File: src/design/mld_pkg.sv
// Shared types, register indexes, reset values and the letter table
// for the Morse letter decoder. No dependencies.
package mld_pkg;

    localparam int DUR_W = 16;
    localparam int SUM_W = 10;
    localparam int POS_W = 4;
    localparam int LETTER_W = 7;
    localparam int CFG_IDX_W = 8;

    localparam logic [SUM_W-1:0] SUM_MAX = 10'd1023;
    localparam logic [POS_W-1:0] POS_MAX = 4'd15;
    localparam logic [3:0] DOT_WEIGHT = 4'd3;
    localparam logic [3:0] DASH_WEIGHT = 4'd10;

    // register indexes on the config port
    localparam logic [CFG_IDX_W-1:0] CFG_IDX_PULSE_MIN = 8'd0;
    localparam logic [CFG_IDX_W-1:0] CFG_IDX_SPLIT = 8'd1;
    localparam logic [CFG_IDX_W-1:0] CFG_IDX_PULSE_MAX = 8'd2;
    localparam logic [CFG_IDX_W-1:0] CFG_IDX_LETTER_GAP = 8'd3;

    localparam logic [DUR_W-1:0] PULSE_MIN_RST = 16'd30;
    localparam logic [DUR_W-1:0] SPLIT_RST = 16'd400;
    localparam logic [DUR_W-1:0] PULSE_MAX_RST = 16'd800;
    localparam logic [DUR_W-1:0] LETTER_GAP_RST = 16'd800;

    localparam logic OP_PRESS = 1'b0;
    localparam logic OP_IDLE = 1'b1;

    localparam logic [LETTER_W-1:0] LETTER_NONE = 7'd0;

    typedef struct packed {
        logic [DUR_W-1:0] pulse_min_ms;
        logic [DUR_W-1:0] dot_dash_split_ms;
        logic [DUR_W-1:0] pulse_max_ms;
        logic [DUR_W-1:0] letter_gap_ms;
    } t_cfg;

    typedef struct packed {
        logic                valid;
        logic [LETTER_W-1:0] letter;
    } t_result;

    // Sum of weight * position to ASCII capital; LETTER_NONE if unknown.
    function automatic logic [LETTER_W-1:0] lookup_letter(
        input logic [SUM_W-1:0] sum,
        input logic             dot_first
    );
        logic [LETTER_W-1:0] ch;
        unique case (sum)
            10'd3:   ch = 7'h45;                         // E
            10'd9:   ch = 7'h49;                         // I
            10'd10:  ch = 7'h54;                         // T
            10'd16:  ch = 7'h4E;                         // N
            10'd18:  ch = 7'h53;                         // S
            10'd23:  ch = 7'h41;                         // A
            10'd25:  ch = 7'h44;                         // D
            10'd30:  ch = dot_first ? 7'h48 : 7'h4D;     // H / M
            10'd32:  ch = 7'h52;                         // R
            10'd37:  ch = 7'h42;                         // B
            10'd39:  ch = dot_first ? 7'h55 : 7'h47;     // U / G
            10'd44:  ch = 7'h4C;                         // L
            10'd46:  ch = 7'h4B;                         // K
            10'd51:  ch = dot_first ? 7'h46 : 7'h5A;     // F / Z
            10'd53:  ch = 7'h57;                         // W
            10'd58:  ch = dot_first ? 7'h56 : 7'h43;     // V / C
            10'd60:  ch = 7'h4F;                         // O
            10'd65:  ch = dot_first ? 7'h50 : 7'h58;     // P / X
            10'd79:  ch = 7'h51;                         // Q
            10'd86:  ch = 7'h59;                         // Y
            10'd93:  ch = 7'h4A;                         // J
            default: ch = LETTER_NONE;
        endcase
        return ch;
    endfunction

endpackage

File: src/design/morse_letter_decoder_top.sv
// Morse letter decoder top level: config registers, input and result registers.
// Depends on mld_pkg and mld_core.
//
// One event beat (key press length or idle time, in ms) is accepted every clock
// cycle while o_in_stall is low. A beat is held in the input register, where it is
// classified and folded into the running sum; a letter ending there is registered
// in the result register when the stage advances.
// Only a held result with downstream stall can hold up the input side.
// Config writes are always ready and must be made while no beat is in flight.
module morse_letter_decoder_top (
    input  logic                            i_clk,
    input  logic                            i_rst_n,
    input  logic                            i_in_valid,
    output logic                            o_in_stall,
    input  logic                            i_op,
    input  logic [mld_pkg::DUR_W-1:0]       i_duration_ms,
    output logic                            o_out_valid,
    input  logic                            i_out_stall,
    output logic [mld_pkg::LETTER_W-1:0]    o_letter,
    input  logic                            i_cfg_valid,
    output logic                            o_cfg_ready,
    input  logic [mld_pkg::CFG_IDX_W-1:0]   i_cfg_index,
    input  logic [mld_pkg::DUR_W-1:0]       i_cfg_data
);
    import mld_pkg::*;

    t_cfg             r_cfg;
    logic             r_in_valid;
    logic             r_in_op;
    logic [DUR_W-1:0] r_in_duration_ms;
    logic             r_out_valid;
    logic [LETTER_W-1:0] r_out_letter;
    logic             w_advance;
    t_result          w_res;

    assign o_cfg_ready = 1'b1;

    always_ff @(posedge i_clk) begin
        if (!i_rst_n) begin
            r_cfg.pulse_min_ms      <= PULSE_MIN_RST;
            r_cfg.dot_dash_split_ms <= SPLIT_RST;
            r_cfg.pulse_max_ms      <= PULSE_MAX_RST;
            r_cfg.letter_gap_ms     <= LETTER_GAP_RST;
        end else if (i_cfg_valid && o_cfg_ready) begin
            unique case (i_cfg_index)
                CFG_IDX_PULSE_MIN:  r_cfg.pulse_min_ms      <= i_cfg_data;
                CFG_IDX_SPLIT:      r_cfg.dot_dash_split_ms <= i_cfg_data;
                CFG_IDX_PULSE_MAX:  r_cfg.pulse_max_ms      <= i_cfg_data;
                CFG_IDX_LETTER_GAP: r_cfg.letter_gap_ms     <= i_cfg_data;
                default: ;
            endcase
        end
    end

    // stage moves when the result register is free or being drained
    assign w_advance  = !r_out_valid || !i_out_stall;
    assign o_in_stall = r_in_valid && !w_advance;

    always_ff @(posedge i_clk) begin
        if (!i_rst_n) begin
            r_in_valid <= 1'b0;
        end else if (!o_in_stall) begin
            r_in_valid <= i_in_valid;
        end
    end

    always_ff @(posedge i_clk) begin
        if (!o_in_stall) begin
            r_in_op          <= i_op;
            r_in_duration_ms <= i_duration_ms;
        end
    end

    mld_core u_core (
        .i_clk         (i_clk),
        .i_rst_n       (i_rst_n),
        .i_cfg         (r_cfg),
        .i_valid       (r_in_valid && w_advance),
        .i_op          (r_in_op),
        .i_duration_ms (r_in_duration_ms),
        .o_res         (w_res)
    );

    always_ff @(posedge i_clk) begin
        if (!i_rst_n) begin
            r_out_valid <= 1'b0;
        end else if (w_advance) begin
            r_out_valid <= w_res.valid;
        end
    end

    always_ff @(posedge i_clk) begin
        if (w_advance && w_res.valid) begin
            r_out_letter <= w_res.letter;
        end
    end

    assign o_out_valid = r_out_valid;
    assign o_letter    = r_out_letter;

    a_in_held: assert property (@(posedge i_clk) disable iff (!i_rst_n)
        (r_in_valid && !w_advance) |=> r_in_valid && $stable(r_in_duration_ms)
            && $stable(r_in_op))
        else $error("held beat lost from input register");

    a_out_held: assert property (@(posedge i_clk) disable iff (!i_rst_n)
        (r_out_valid && i_out_stall) |=> r_out_valid && $stable(r_out_letter))
        else $error("stalled letter lost or changed");

    a_letter_range: assert property (@(posedge i_clk) disable iff (!i_rst_n)
        r_out_valid |-> (r_out_letter >= 7'h41) && (r_out_letter <= 7'h5A))
        else $error("result is not a capital letter");

endmodule

File: src/design/mld_core.sv
// Element classifier, running sum and letter lookup for the Morse decoder.
// Depends on mld_pkg.
module mld_core (
    input  logic                        i_clk,
    input  logic                        i_rst_n,
    input  mld_pkg::t_cfg               i_cfg,
    input  logic                        i_valid,
    input  logic                        i_op,
    input  logic [mld_pkg::DUR_W-1:0]   i_duration_ms,
    output mld_pkg::t_result            o_res
);
    import mld_pkg::*;

    logic [SUM_W-1:0] r_sum, n_sum;
    logic [POS_W-1:0] r_pos, n_pos;
    logic             r_first_dot, n_first_dot;

    logic             w_is_dot, w_is_dash, w_add, w_end;
    logic [3:0]       w_weight;
    logic [7:0]       w_prod;
    logic [SUM_W:0]   w_sum_ext;
    logic [LETTER_W-1:0] w_letter;

    assign w_is_dot  = (i_duration_ms > i_cfg.pulse_min_ms) &&
                       (i_duration_ms < i_cfg.dot_dash_split_ms);
    assign w_is_dash = !w_is_dot && (i_duration_ms > i_cfg.dot_dash_split_ms) &&
                       (i_duration_ms < i_cfg.pulse_max_ms);
    assign w_add     = i_valid && (i_op == OP_PRESS) && (w_is_dot || w_is_dash);
    assign w_end     = i_valid && (i_op == OP_IDLE) && (i_duration_ms > i_cfg.letter_gap_ms);

    assign w_weight  = w_is_dot ? DOT_WEIGHT : DASH_WEIGHT;
    assign w_prod    = {4'b0000, w_weight} * {4'b0000, r_pos};
    assign w_sum_ext = {1'b0, r_sum} + {3'b000, w_prod};
    assign w_letter  = lookup_letter(r_sum, r_first_dot);

    always_comb begin
        n_sum       = r_sum;
        n_pos       = r_pos;
        n_first_dot = r_first_dot;
        if (w_add) begin
            if (r_pos == 4'd1) begin
                n_first_dot = w_is_dot;
            end
            n_sum = w_sum_ext[SUM_W] ? SUM_MAX : w_sum_ext[SUM_W-1:0];
            if (r_pos != POS_MAX) begin
                n_pos = r_pos + 4'd1;
            end
        end else if (w_end) begin
            n_sum = '0;
            n_pos = 4'd1;
        end
    end

    always_ff @(posedge i_clk) begin
        if (!i_rst_n) begin
            r_sum       <= '0;
            r_pos       <= 4'd1;
            r_first_dot <= 1'b1;
        end else begin
            r_sum       <= n_sum;
            r_pos       <= n_pos;
            r_first_dot <= n_first_dot;
        end
    end

    assign o_res.valid  = w_end && (w_letter != LETTER_NONE);
    assign o_res.letter = w_letter;

    a_pos_nonzero: assert property (@(posedge i_clk) disable iff (!i_rst_n)
        r_pos != '0) else $error("element position reached zero");

    a_end_clears: assert property (@(posedge i_clk) disable iff (!i_rst_n)
        w_end |=> (r_sum == '0) && (r_pos == 4'd1))
        else $error("letter end did not clear sum and position");

    a_result_on_idle: assert property (@(posedge i_clk) disable iff (!i_rst_n)
        o_res.valid |-> i_valid && (i_op == OP_IDLE))
        else $error("letter produced without an idle beat");

    a_sum_grows: assert property (@(posedge i_clk) disable iff (!i_rst_n)
        (w_add && (r_sum != SUM_MAX)) |=> (r_sum > $past(r_sum)))
        else $error("element did not grow the sum");

endmodule

File: config.mk
export PLATFORM = sky130hd
export DESIGN_NAME = morse_letter_decoder_top
export DESIGN_NICKNAME = d
export VERILOG_FILES = /design/src/design/mld_pkg.sv /design/src/design/morse_letter_decoder_top.sv /design/src/design/mld_core.sv
export SDC_FILE = /design/constraint.sdc
export NUM_CORES = 1
export LEC_CHECK = 0
export BUFFER_PORTS_ARGS = -buffer_cell sky130_fd_sc_hd__buf_2
export CORE_MARGIN = 2
export CORE_UTILIZATION = 45
export DETAILED_ROUTE_END_ITERATION = 8
export GPL_TIMING_DRIVEN = 0
export PLACE_DENSITY = 0.71
export RECOVER_POWER = 25
export SYNTH_ARGS = -nofsm -noshare
export SYNTH_HDL_FRONTEND = slang
export SYNTH_HIERARCHICAL = 1
export SYNTH_SLANG_ARGS = --single-unit
File: constraint.sdc
create_clock -name i_clk -period 5.8 [get_ports i_clk]
set_clock_uncertainty 0.1 [all_clocks]
set_input_delay 0.87 -clock i_clk [delete_from_list [all_inputs] [get_ports i_clk]]
set_output_delay 0.87 -clock i_clk [all_outputs]
set_load 0.02 [all_outputs]
# Word level (Yosys, flattened, before mapping)
# Cells that the tools add are included.
dict set report classes {
  n_addsub 2
  mul 1
  div_mod_pow 0
  n_lt_le_gt_ge 5
  n_eq_ne 27
  n_shift 0
  n_mux 13
  n_bitwise 1
  n_reduce_logical 26
}
# cell count
set op_table {}
lappend op_table {{7-bit case mux with 21 select lines} 1}
lappend op_table {{10-bit by 6-bit equality test with 1-bit output, second input constant} 9}
lappend op_table {{10-bit by 5-bit equality test with 1-bit output, second input constant} 5}
lappend op_table {{16-bit greater-than comparator} 3}
lappend op_table {{10-bit by 7-bit equality test with 1-bit output, second input constant} 4}
lappend op_table {{16-bit less-than comparator} 2}
lappend op_table {{10-bit 2-to-1 mux} 3}
lappend op_table {{10-bit by 4-bit equality test with 1-bit output, second input constant} 2}
lappend op_table {{4-bit 2-to-1 mux} 5}
lappend op_table {{8-bit by 2-bit equality test with 1-bit output, second input constant} 2}
lappend op_table {{5-bit 2-to-1 mux} 3}
lappend op_table {{2-bit AND reduction} 6}
lappend op_table {{10-bit by 8-bit adder with 11-bit output} 1}
lappend op_table {{1-bit logical AND} 11}
lappend op_table {{10-bit by 2-bit equality test with 1-bit output, second input constant} 1}
lappend op_table {{8-bit by 1-bit equality test with 1-bit output, second input constant} 1}
lappend op_table {{8-bit zero test} 1}
lappend op_table {{4-bit by 4-bit multiplier with 8-bit output} 1}
lappend op_table {{7-bit nonzero test} 1}
lappend op_table {{4-bit by 1-bit adder with 4-bit output, second input constant} 1}
lappend op_table {{4-bit by 1-bit equality test with 1-bit output, second input constant} 1}
lappend op_table {{1-bit zero test} 4}
lappend op_table {{4-bit != test, second input constant} 1}
lappend op_table {{3-bit 2-to-1 mux} 1}
lappend op_table {{4 further kinds} 5}
dict set report word_totals {
  reg_bits 105
  latch_bits 0
  ramBits 0
  mem_bits_ro 0
  input_bits 46
  out_inout_bits 10
  wordCells 87
  mem_count 0
}

# Logic depth before layout (Yosys ltp)
# Gate-level depths: netlist of the first run.
dict set report depth {
  depth_word 9
  mapped_depth 22
  depth_no_buf 21
}

# Hierarchy
# Netlist of the first run, hierarchy kept.
# module n_inst cells_each area_per_inst_um2 seq_area_each_um2
set by_module_without_submodules {}
lappend by_module_without_submodules {mld_core 1 476 3577.2 300.3}
lappend by_module_without_submodules {morse_letter_decoder_top 1 274 3298.2 2042.0}

# Least setup slack after synthesis of the first run
# No wires, ideal clock.
dict set report synth_timing {
  path_type {register to register}
  start {register r_in_duration_ms[15]}
  end {register u_core.r_sum[9]}
  setup_ps 122
  arrival_ps 4794
  required_time_ps 5578
  slack_ps 784
  path_stages_with_launch 21
  n_path_buf 1
  synth_period_minus_slack_ps 5016
  cell_sequence {edfxtp_1 ha_1 nand4_2 or3_1 a21oi_2 a2111oi_4 and3_1 buf_6 and2_1 ha_1 inv_1 fa_1 inv_1 ha_1 ha_1 o21ai_0 nor2_1 o41a_1 nor4_1 and4b_1 o32a_1}
}
dict set report synth_via {
  elab_chain_len 8
  word_cells_on_any_way 18
  cone_classes {add/sub (1); mul (1); order compare (5); mux (3); reduce/logical (8)}
}
# item line
set synth_lines {}
lappend synth_lines {{start, declared} morse_letter_decoder_top.sv:30} ;# logic [DUR_W-1:0] r_in_duration_ms;
lappend synth_lines {{start signal, assigned} morse_letter_decoder_top.sv:70} ;# r_in_duration_ms <= i_duration_ms;
lappend synth_lines {{parallel branches: the longest is 8 deep, another holds 16-bit greater-than comparator} -}
lappend synth_lines {{end signal, assigned} mld_core.sv:60} ;# r_sum <= n_sum;
lappend synth_lines {{end, declared} mld_core.sv:14} ;# logic [SUM_W-1:0] r_sum, n_sum;
# Several ways; the timed one is not identified.
# A chain may end at the register's enable or synchronous reset.

# Worst setup path after layout of the first run
dict set report layout_timing {
  start {register r_in_duration_ms[5]}
  end {register u_core.r_sum[9]}
}
# Same word-level chain as after synthesis.

==> qor.yml, run 1 <==
outcome:
  run_status: "finished, final reports clean"
yosys:
  synthDominantCellAreaShare_pct: 23.6
  leading_post_synthesis_cells_by_instance_count: "sky130_fd_sc_hd__nand2_1 (101), sky130_fd_sc_hd__inv_1 (84), sky130_fd_sc_hd__dfxtp_1 (81), sky130_fd_sc_hd__ha_1 (81), sky130_fd_sc_hd__mux2i_1 (68)"
  synth_seq_cells: 105
  share_of_async_settable_or_async_resettable_flops_after_synthesis_pct: 0
  synthFlopType: "sky130_fd_sc_hd__dfxtp_1"
  number_of_flops_mapped_to_enable_cells_by_yosys: 24
  synthMostInstantiatedCell: "sky130_fd_sc_hd__nand2_1"
  synthCells: 750
  yosys-top-cells-area: "sky130_fd_sc_hd__dfxtp_1 (24%), sky130_fd_sc_hd__ha_1 (15%), sky130_fd_sc_hd__edfxtp_1 (10%)"
  syn_area_sq_mm: 0.00688
  seq_area_frac_synth_pct: 34.1
  syn_nets: 883
  synth_warnings: 6
  yosys.area.top_type: "sky130_fd_sc_hd__dfxtp_1"
  postSynthAreaPerCell_sq_um: 9.17
  post_synth_num_cell_types: 77
timing:
  timing.final.crit_share_pct: 93.9
  totalNegativeSetupSlack_ns: 0
  postLayoutSetupSlackWorst_ns: 0.353
  setup_viol: 0
  relSlewSlack_pct: 29.2
  finalHoldViolCount: 0
  final-max-slew-violation-count: 0
  finalWorstPathRequiredPeriod_ns: 5.45
  clock.fmax_ghz: 0.184
  worst_slew_pin_slew_ns: 1.05
  fin_worst_hold_slack_ns: 0.360
  grt_setup_unrepaired: "no"
global_route:
  grt_max_degree: 19
  first_global_vias: 5448
  overall_global_routing_usage_pct: 20.6
  antenna_found_initial: 0
  grt_first_pass_wirelength_um: 26400
  grt_remaining_overflow: 0
power:
  irDropWorstVdd_uv: 229
  power.static_leakage_nw: 3.44
  power_switching_share_pct: 25.0
  pwr-share-comb_pct: 9.9
  total_switching_power_uw: 389
  power_density_mw_per_mm2: 202
  power.sequential.fraction_pct: 49.3
  portion_of_total_power_attributed_to_the_clock_network_pct: 40.8
  cell_internal_pwr_mw: 1.17
floorplanning:
  dieWidth_um: 128
  die-area_sq_mm: 0.0163
  start_util_pct: 45.6
  floorplan.core_area_sq_mm: 0.0151
  die-height_um: 128
  std_cell_rows: 45
  io_pins: 56
final_layout:
  diodes: 0
  flow.area_growth_from_synthesis_pct: 12.1
  nFillCells: 1435
  post_route_cells_drive_above_1_share_pct: 11.8
  nets: 949
clock_tree:
  max_buffers_root_to_sink: 2
  htree_levels: 3
  worst_setup_hold_path_clk_slew_ns: 0.07
  cts_root_buf: "sky130_fd_sc_hd__clkbuf_16"
  cts_tree: "yes"
  insertion_delay_ns: 0.36
  holdBufCountCts: 0
  clock-sinks: 105
  numCtsBuffers: 9
route:
  route.vias.total: 5510
  antenna_left: 0
  dr.pass1.iters: 6
  routed_wl_um: 16300
  remaining_drc_errors: 0
  viasPerCell: 5.46
  dr.first_iter.drc_count: 372
  wl_per_cell_um: 16.1
worst_setup_path:
  worst-setup-path-type: "register to register"
  cp.required_ns: 5.94
  worst_ep_arrival_ns: 5.59
  setup.worst_path.end_class: "register"
  cp_max_fo: 9
  start_kind: "register"
run:
  cap_violations: 0
place:
  placement.setup.worst_slack_ns: 0.188
  gp_congestion: 0.905
  detailedPlacementHpwl_um: 12400
  port-buffer-count: 53
min_path:
  hp-class: "register to register"
-- what timing repair did --
| item | CTS | global route |
|---|---|---|
| hold endpoints to repair | 0 | 0 |
| gates resized for setup | 0 | 3 |
| buffers inserted | 0 | 2 |
| endpoints found under the setup margin | 0 | 1 |
-- registers in the layout, indices dropped and copies added, names as in the netlist --
| name | count |
|---|---|
| u_core/r_pos | 4 |
| r_cfg | 64 |
| r_in_op | 1 |
| r_in_duration_ms | 16 |
| u_core/r_sum | 10 |
| o_letter | 7 |
| u_core/r_first_dot | 1 |
| r_in_valid | 1 |
| o_out_valid | 1 |
-- path summary, 6_finish.rpt --
check | from | end | slack (ns) | cells after the start
setup / recovery | r_in_duration_ms[5]$_DFFE_PN_ | u_core/r_sum[9]$_SDFFE_PN0P_ | 0.35 | 20
hold / removal | r_cfg[60]$_SDFFE_PN0P_ | r_cfg[60]$_SDFFE_PN0P_ | 0.36 | 2
setup reg to reg | r_in_duration_ms[5]$_DFFE_PN_ | u_core/r_sum[9]$_SDFFE_PN0P_ | 0.35 | 20
hold reg to reg | r_cfg[60]$_SDFFE_PN0P_ | r_cfg[60]$_SDFFE_PN0P_ | 0.36 | 2
-- placed cells by master (no fill, tap or decap), types with 4 or more instances in the layout --
| cell | instances |
|---|---|
| sky130_fd_sc_hd__clkbuf_16 | 10 |
| sky130_fd_sc_hd__buf_6 | 6 |
| sky130_fd_sc_hd__dfxtp_1 | 81 |
| sky130_fd_sc_hd__and2_1 | 4 |
| sky130_fd_sc_hd__or3_1 | 6 |
| sky130_fd_sc_hd__fa_1 | 6 |
| sky130_fd_sc_hd__clkbuf_1 | 26 |
| sky130_fd_sc_hd__nor2b_1 | 30 |
| sky130_fd_sc_hd__buf_4 | 5 |
| sky130_fd_sc_hd__a21oi_1 | 34 |
| sky130_fd_sc_hd__and3_1 | 4 |
| sky130_fd_sc_hd__edfxtp_1 | 24 |
| sky130_fd_sc_hd__nand2b_1 | 7 |
| sky130_fd_sc_hd__a211oi_1 | 6 |
| sky130_fd_sc_hd__mux2i_1 | 68 |
| sky130_fd_sc_hd__xnor2_1 | 5 |
| sky130_fd_sc_hd__nand3_1 | 13 |
| sky130_fd_sc_hd__o21ai_0 | 17 |
| sky130_fd_sc_hd__inv_1 | 84 |
| sky130_fd_sc_hd__nand4_1 | 12 |
| sky130_fd_sc_hd__nor4_1 | 4 |
| sky130_fd_sc_hd__buf_2 | 47 |
| sky130_fd_sc_hd__ha_1 | 81 |
| sky130_fd_sc_hd__nor3_1 | 13 |
| sky130_fd_sc_hd__o2bb2ai_1 | 9 |
| sky130_fd_sc_hd__nand2_1 | 101 |
| sky130_fd_sc_hd__o21a_1 | 5 |
| sky130_fd_sc_hd__nor2_1 | 31 |
-- final cells by class --
cell class                      count  area [sq um]  share of cell area [%]
Sequential cell                   105          2340                    30.4
Tap cell                          188           235                    3.05
Multi-Input combinational cell    531          4060                    52.7
Clock inverter                      3          28.8                   0.373
Inverter                           84           315                    4.09
Clock buffer                       13           282                    3.65
Timing Repair Buffer               55           270                    3.51
Buffer                             30           171                    2.22
-- cells by family after synthesis --
| kind of cell | count (synthesis) | synth area share, % |
|---|---|---|
| compound gates | 114 | 12.0 |
| xor+xnor | 7 | 0.892 |
| fa+ha+maj | 87 | 16.5 |
| buf+inv | 114 | 7.08 |
| flops | 105 | 34.1 |
| mux | 69 | 10.1 |
| other cells | 2 | 0.109 |
| simple gates | 252 | 19.3 |
-- critical path, cell delays in order (launching register included) --
cell and delay [ns]:
sky130_fd_sc_hd__edfxtp_1 0.48, sky130_fd_sc_hd__ha_1 0.35, sky130_fd_sc_hd__a21oi_1 0.20, sky130_fd_sc_hd__o21ai_0 0.12
sky130_fd_sc_hd__o2bb2ai_1 0.21, sky130_fd_sc_hd__or4_1 0.53, sky130_fd_sc_hd__and3_1 0.17, sky130_fd_sc_hd__buf_6 0.13
sky130_fd_sc_hd__and2_1 0.15, sky130_fd_sc_hd__ha_1 0.27, sky130_fd_sc_hd__inv_1 0.06, sky130_fd_sc_hd__fa_1 0.52
sky130_fd_sc_hd__inv_1 0.05, sky130_fd_sc_hd__ha_1 0.29, sky130_fd_sc_hd__ha_1 0.37, sky130_fd_sc_hd__o21ai_0 0.16
sky130_fd_sc_hd__nor2_1 0.09, sky130_fd_sc_hd__o41a_1 0.38, sky130_fd_sc_hd__nor4_4 0.21, sky130_fd_sc_hd__and4b_1 0.23
sky130_fd_sc_hd__o32a_1 0.28
-- metrics by stage --
step	std cells	total power, mW	instance area, sq um	util, %
2_1_floorplan	750	0.880	6880	-
3_3_place_gp	991	0.932	7380	48.9
3_5_place_dp	991	0.935	7380	48.9
4_1_cts	1007	1.56	7690	50.9
5_1_grt	1009	1.62	7710	51.1
6_report	1009	1.56	7710	51.1
-- power by group through the flow --
stage          clock network (mW)  logic, mW  registers, mW
2_1_floorplan                   0      0.101          0.779
3_3_place_gp                    0      0.147          0.785
3_5_place_dp                    0      0.150          0.785
4_1_cts                     0.644      0.151          0.768
5_1_grt                     0.675      0.172          0.769
6_report                    0.634      0.154          0.768
-- routing by layer --
metal / GRT usage (%) / up-vias / share of wire (%)
li1: - / 2762 / -
met1: 25.6 / 2589 / 46
met2: 36.0 / 137 / 48
met3: 4.65 / 22 / 4.8
met4: 5.37 / 0 / 1.7
met5: 0 / - / 0
Note: power is estimated with default switching activity, not from simulation.
==> run 2, diff against run 1 <==
- CELL_PAD_IN_SITES_DETAIL_PLACEMENT: default -> 1
- CELL_PAD_IN_SITES_GLOBAL_PLACEMENT: default -> 1
- PLACE_DENSITY: 0.71 -> 0.86
==> run 2 against run 1 <==
Register-to-register slack got worse by 0.02 ns. Cell count about the same. Via count increased by 4.6%. Critical path type unchanged. Largest cell class unchanged.
==> qor.yml, run 2 (synthesis results as in run 1) <==
outcome:
  run_status: "finished, final reports clean"
route:
  remaining_drc_errors: 0
  route.vias.total: 5765
  dr.first_iter.drc_count: 278
  dr.pass1.iters: 4
  viasPerCell: 5.71
  wl_per_cell_um: 19.1
  antenna_left: 0
  routed_wl_um: 19300
timing:
  setup_viol: 0
  worst_slew_pin_slew_ns: 1.21
  finalHoldViolCount: 0
  final-max-slew-violation-count: 0
  finalWorstPathRequiredPeriod_ns: 5.47
  clock.fmax_ghz: 0.183
  fin_worst_hold_slack_ns: 0.359
  relSlewSlack_pct: 19.1
  timing.final.crit_share_pct: 94.3
global_route:
  global_route.usage.met2_pct: 44.0
  grtUsageMet1_pct: 29.3
  first_global_vias: 6208
  grt_max_degree: 19
  antenna_found_initial: 0
  overall_global_routing_usage_pct: 24.5
  grt_remaining_overflow: 0
  grt-busiest-layer: "met2"
  grt_first_pass_wirelength_um: 31100
  grtUsageMet3_pct: 5.03
power:
  irDropWorstVdd_uv: 209
  cell_internal_pwr_mw: 1.15
  power_switching_share_pct: 25.4
  power.sequential.fraction_pct: 49.7
  total_switching_power_uw: 393
  portion_of_total_power_attributed_to_the_clock_network_pct: 39.8
  power_density_mw_per_mm2: 201
  pwr-share-comb_pct: 10.4
  power.static_leakage_nw: 3.42
clock_tree:
  numCtsBuffers: 9
  clock-sinks: 105
  cts_root_buf: "sky130_fd_sc_hd__clkbuf_16"
  insertion_delay_ns: 0.36
  cts_tree: "yes"
  htree_levels: 3
  worst_setup_hold_path_clk_slew_ns: 0.07
  max_buffers_root_to_sink: 2
final_layout:
  top_flop_regs: "r_cfg: 64 flops, r_in_duration_ms: 16 flops, u_core/r_sum: 10 flops"
  utilization_pct: 51.0
  seq_area_sq_mm: 0.00234
  final_cell_mix: "sky130_fd_sc_hd__nand2_1 (101), sky130_fd_sc_hd__inv_1 (84), sky130_fd_sc_hd__dfxtp_1 (81), sky130_fd_sc_hd__ha_1 (81), sky130_fd_sc_hd__mux2i_1 (68)"
  post_route_cells_drive_above_1_share_pct: 11.7
  flow.area_growth_from_synthesis_pct: 11.9
  largest_reg_flops: 64
  regMostFlops: "r_cfg"
  most_common_cell_after_layout_fill_and_taps_aside: "sky130_fd_sc_hd__nand2_1"
  nets: 950
  diodes: 0
  multi_input_logic_area_sq_mm: 0.00407
  nFillCells: 1817
floorplanning:
  die-height_um: 128
  start_util_pct: 45.6
  die-area_sq_mm: 0.0163
  std_cell_rows: 45
  io_pins: 56
  floorplan.core_area_sq_mm: 0.0151
  dieWidth_um: 128
worst_setup_path:
  critical-path-max-stage-delay_ns: 0.53
  critPathSlowestCell: "sky130_fd_sc_hd__fa_1"
  worst-setup-path-type: "register to register"
  worst_ep_arrival_ns: 5.61
  setup.worst_path.end_class: "register"
  cp_max_fo: 9
  cell_repeated_most_along_the_worst_path: "sky130_fd_sc_hd__ha_1"
  start_kind: "register"
  cp.required_ns: 5.95
  category_of_cells_accounting_for_the_largest_share_of_critical_path_delay: "adder cells"
  worstPathCellList: "ha_1 > a21oi_1 > o21a_1 > o2bb2ai_1 > or4_1 > and3_1 > buf_6 > and2_1 > ha_1 > inv_1 > fa_1 > inv_1 > ha_1 > ha_1 > o21ai_0 > nor2_1 > o41a_1 > nor4_4 > and4b_1 > o32a_1"
  crit_buf_inv: 3
run:
  cap_violations: 0
min_path:
  hp-class: "register to register"
place:
  gp_congestion: 0.875
  port-buffer-count: 53
  detailedPlacementHpwl_um: 14900
run 2: per-layer routing:
layer,up-vias,wire (um)
met2,134,9790
li1,2754,-
met4,0,377
met3,34,759
met1,2843,8400
met5,-,0
run 2: worst paths after layout:
check / cells past startpoint / start / slack (ns) / to
max: 20 / r_in_duration_ms[9]$_DFFE_PN_ / 0.33 / u_core/r_sum[9]$_SDFFE_PN0P_
min: 2 / r_cfg[61]$_SDFFE_PN0P_ / 0.36 / r_cfg[61]$_SDFFE_PN0P_
max reg2reg: 20 / r_in_duration_ms[9]$_DFFE_PN_ / 0.33 / u_core/r_sum[9]$_SDFFE_PN0P_
min reg2reg: 2 / r_cfg[61]$_SDFFE_PN0P_ / 0.36 / r_cfg[61]$_SDFFE_PN0P_
run 2: worst reg2reg max path: cells and delay by family (launching register included):
kind | cells | cell delay [ns]
adders and majority gates | 5 | 1.81
and+or+nand+nor | 6 | 1.40
DFF | 1 | 0.49
buffers and inverters | 3 | 0.24
AOI/OAI and AO/OA | 6 | 1.32
run 2: layout make-up:
type,instances,area share (%)
inverters,84,4.10
multi-input cells,531,52.9
plain buffers,30,2.13
well taps,188,3.06
clock inverters,3,0.260
repair buffers,56,3.59
clock buffers,13,3.53
flip-flops and latches,105,30.4
run 2: power groups by stage:
| stage | logic (mW) | clock network (mW) | registers [mW] |
|---|---|---|---|
| global placement | 0.149 | 0 | 0.785 |
| CTS | 0.159 | 0.633 | 0.768 |
| detailed placement | 0.157 | 0 | 0.785 |
| global route | 0.179 | 0.655 | 0.769 |
| finish | 0.161 | 0.615 | 0.768 |
| floorplan | 0.101 | 0 | 0.779 |
run 2: what timing repair did:
item,4_1_cts,5_1_grt
setup endpoints to repair,0,2
gates resized for setup,0,4
hold buffers,0,0
setup buffers,0,3
run 2: through the flow:
stage / instances / total power, mW / setup TNS, ns / instance area, sq um / setup slack [ns]
after global routing: 1010 / 1.60 / -0.00129 / 7690 / -0.00129
after detailed placement: 991 / 0.942 / 0 / 7380 / 0.136
final: 1010 / 1.54 / 0 / 7690 / 0.331
after global placement: 991 / 0.934 / 0 / 7380 / 0.200
after CTS: 1007 / 1.56 / 0 / 7670 / 0.0882
after floorplan: 750 / 0.880 / 0 / 6880 / 0.784
==> run 3, diff against run 2 <==
- ABC_AREA: default -> 1
- PLACE_DENSITY: 0.86 -> 0.89
==> run 3 against run 2 <==
Worst hold slack better by 0.0068 ns. Power down 1.1%. Flip-flop and latch count unchanged. Worst setup slack better by 0.67 ns. Via count up 17%. First-iteration DRC count up 16%. Cell count up 25%. Sequential power about the same. Die area up 2.8%. Fmax up 14%. Area after synthesis up 2.9%. Critical path type unchanged. Largest cell class unchanged. Largest power group unchanged. Highest routed layer unchanged.
==> qor.yml, run 3 <==
global_route:
  antenna_found_initial: 0
  grt_max_degree: 18
  first_global_vias: 6820
  grt_first_pass_wirelength_um: 34700
  overall_global_routing_usage_pct: 26.9
  grt_remaining_overflow: 0
timing:
  finalWorstPathRequiredPeriod_ns: 4.80
  clock.fmax_ghz: 0.208
  finalHoldViolCount: 0
  grt_setup_unrepaired: "no"
  final-max-slew-violation-count: 0
  totalNegativeSetupSlack_ns: 0
  worst_slew_pin_slew_ns: 0.820
  relSlewSlack_pct: 45.2
  timing.final.crit_share_pct: 82.7
  setup_viol: 0
yosys:
  syn_nets: 1115
  synth_warnings: 6
  number_of_flops_mapped_to_enable_cells_by_yosys: 24
  synthCells: 982
  yosys-top-cells-area: "sky130_fd_sc_hd__dfxtp_1 (23%), sky130_fd_sc_hd__ha_1 (14%), sky130_fd_sc_hd__edfxtp_1 (10%)"
  synthDominantCellAreaShare_pct: 22.9
  post_synth_num_cell_types: 47
  share_of_async_settable_or_async_resettable_flops_after_synthesis_pct: 0
  synthMostInstantiatedCell: "sky130_fd_sc_hd__nand2_1"
  postSynthAreaPerCell_sq_um: 7.20
  yosys.area.top_type: "sky130_fd_sc_hd__dfxtp_1"
  leading_post_synthesis_cells_by_instance_count: "sky130_fd_sc_hd__nand2_1 (177), sky130_fd_sc_hd__inv_1 (148), sky130_fd_sc_hd__nand3_1 (131)"
  synthFlopType: "sky130_fd_sc_hd__dfxtp_1"
  seq_area_frac_synth_pct: 33.1
  syn_area_sq_mm: 0.00707
  synth_seq_cells: 105
clock_tree:
  clock-sinks: 105
  cts_root_buf: "sky130_fd_sc_hd__clkbuf_16"
  insertion_delay_ns: 0.37
  numCtsBuffers: 9
  holdBufCountCts: 0
  worst_setup_hold_path_clk_slew_ns: 0.07
  cts_tree: "yes"
  max_buffers_root_to_sink: 2
  cts_resized: 0
  htree_levels: 3
  cts_post_setup_buffers_inserted: 0
worst_setup_path:
  cp.required_ns: 5.98
  worstPathCellList: "ha_1 > a21o_1 > nor2_1 > nand2_1 > nor2_1 > nor2_2 > nand2_2 > nor2_1 > ha_1 > inv_1 > fa_1 > inv_1 > ha_1 > ha_1 > nand3_1 > nand2_1 > nand4_1 > o211ai_1 > nand3_1 > nand2_1 > nand3_1 > a21oi_1"
  category_of_cells_accounting_for_the_largest_share_of_critical_path_delay: "adder cells"
  start_kind: "register"
  cp_max_fo: 9
  setup.worst_path.end_class: "register"
  worst-setup-path-type: "register to register"
  critPathSlowestCell: "sky130_fd_sc_hd__fa_1"
  worst_ep_arrival_ns: 4.98
  crit_buf_inv: 2
  cell_repeated_most_along_the_worst_path: "sky130_fd_sc_hd__ha_1"
  critical-path-max-stage-delay_ns: 0.56
power:
  cell_internal_pwr_mw: 1.11
  power_density_mw_per_mm2: 194
  total_switching_power_uw: 420
  power.static_leakage_nw: 3.74
  power_switching_share_pct: 27.5
  finalPower_mw: 1.53
  pwr-share-comb_pct: 11.4
  portion_of_total_power_attributed_to_the_clock_network_pct: 38.3
  irDropWorstVdd_uv: 148
  power.sequential.fraction_pct: 50.3
place:
  port-buffer-count: 54
  gp_congestion: 0.862
  detailedPlacementHpwl_um: 16900
final_layout:
  regMostFlops: "r_cfg"
  post_route_cells_drive_above_1_share_pct: 10.5
  flow.area_growth_from_synthesis_pct: 11.2
  most_common_cell_after_layout_fill_and_taps_aside: "sky130_fd_sc_hd__nand2_1"
  top_flop_regs: "r_cfg: 64 flops, r_in_duration_ms: 16 flops, u_core/r_sum: 10 flops"
  largest_reg_flops: 64
  diodes: 0
  nets: 1180
  final_cell_mix: "sky130_fd_sc_hd__nand2_1 (177), sky130_fd_sc_hd__inv_1 (148), sky130_fd_sc_hd__nand3_1 (131), sky130_fd_sc_hd__nor2_1 (111), sky130_fd_sc_hd__a21oi_1 (99)"
  nFillCells: 2025
route:
  wl_per_cell_um: 17.3
  route.vias.total: 6756
  antenna_left: 0
  met2_length_um: 10900
  dr_wl_met3_um: 839
  top_signal_layer_used: "met4"
  viasPerCell: 5.35
  remaining_drc_errors: 0
  dr.first_iter.drc_count: 322
  routed_wl_um: 21800
  dr.pass1.iters: 5
  wl_met1_um: 9600
outcome:
  run_status: "finished, final reports clean"
min_path:
  hp-class: "register to register"
run:
  cap_violations: 0
floorplanning:
  start_util_pct: 46.4
  die-height_um: 129
  floorplan.core_area_sq_mm: 0.0153
  io_pins: 56
  die-area_sq_mm: 0.0167
  dieWidth_um: 129
  std_cell_rows: 45
[run 3: cell types whose count changed after synthesis, moves of 17 or more]
cell / change
sky130_fd_sc_hd__nor2_1: +79
sky130_fd_sc_hd__nand3_1: +119
sky130_fd_sc_hd__a21oi_1: +65
sky130_fd_sc_hd__nand2_1: +76
sky130_fd_sc_hd__inv_1: +64
sky130_fd_sc_hd__mux2i_1: -68
sky130_fd_sc_hd__buf_2: +17
sky130_fd_sc_hd__nor2b_1: -29
[run 3: layout make-up]
class / count / area (sq um) / share of cell area (%)
clock buffers: 10 / 229 / 2.91
inverters: 154 / 578 / 7.35
clock inverters: 5 / 37.5 / 0.477
flip-flops and latches: 105 / 2340 / 29.8
repair buffers: 54 / 265 / 3.37
multi-input cells: 687 / 3960 / 50.3
plain buffers: 36 / 190 / 2.42
well taps: 211 / 264 / 3.36
[run 3: worst paths after layout]
path / cells past startpoint / slack (ns) / end / from
min: 2 / 0.37 / r_cfg[8]$_SDFFE_PN1P_ / r_cfg[8]$_SDFFE_PN1P_
min reg2reg: 2 / 0.37 / r_cfg[8]$_SDFFE_PN1P_ / r_cfg[8]$_SDFFE_PN1P_
max: 22 / 1.00 / u_core/r_sum[7]$_SDFFE_PN0P_ / r_in_duration_ms[15]$_DFFE_PN_
max reg2reg: 22 / 1.00 / u_core/r_sum[7]$_SDFFE_PN0P_ / r_in_duration_ms[15]$_DFFE_PN_
[run 3: tightest hold or removal path, delay by kind of cell, from the launching register on]
kind	cells	cell delay, ns
DFF	1	0.33
and+or+nand+nor	2	0.11
[run 3: routing by layer]
layer	vias up	track usage (%)
li1	3336	-
met1	3224	32.4
met2	158	49.3
met3	38	3.96
met4	0	8.25
met5	-	0
[run 3: kinds of logic after synthesis]
logic type	after synthesis	synth area share, %
and+or+nand+nor	465	29.5
DFF	105	33.1
adders and majority gates	87	16.0
buffers and inverters	190	10.9
other	2	0.106
AOI/OAI and AO/OA	127	9.62
xor gates and xnor gates	6	0.743
[run 3: through the flow]
step                      instance area (sq um)  setup slack (ns)  hold WS, ns  util, %  cells
after CTS                                  7880             0.966        0.369     51.6   1262
after global routing                       7870             0.637        0.400     51.5   1262
final                                      7870              1.00        0.366     51.5   1262
after detailed placement                   7610              1.03        0.344     49.9   1247
after floorplan                            7070              1.79        0.329        -    982
after global placement                     7610              1.14        0.340     49.9   1247
[run 3: power groups by stage]
stage,clock network (mW),logic (mW),registers [mW]
after floorplan,0,0.108,0.780
after global placement,0,0.162,0.785
after detailed placement,0,0.171,0.785
after CTS,0.600,0.172,0.769
after global routing,0.624,0.195,0.770
final,0.585,0.174,0.769
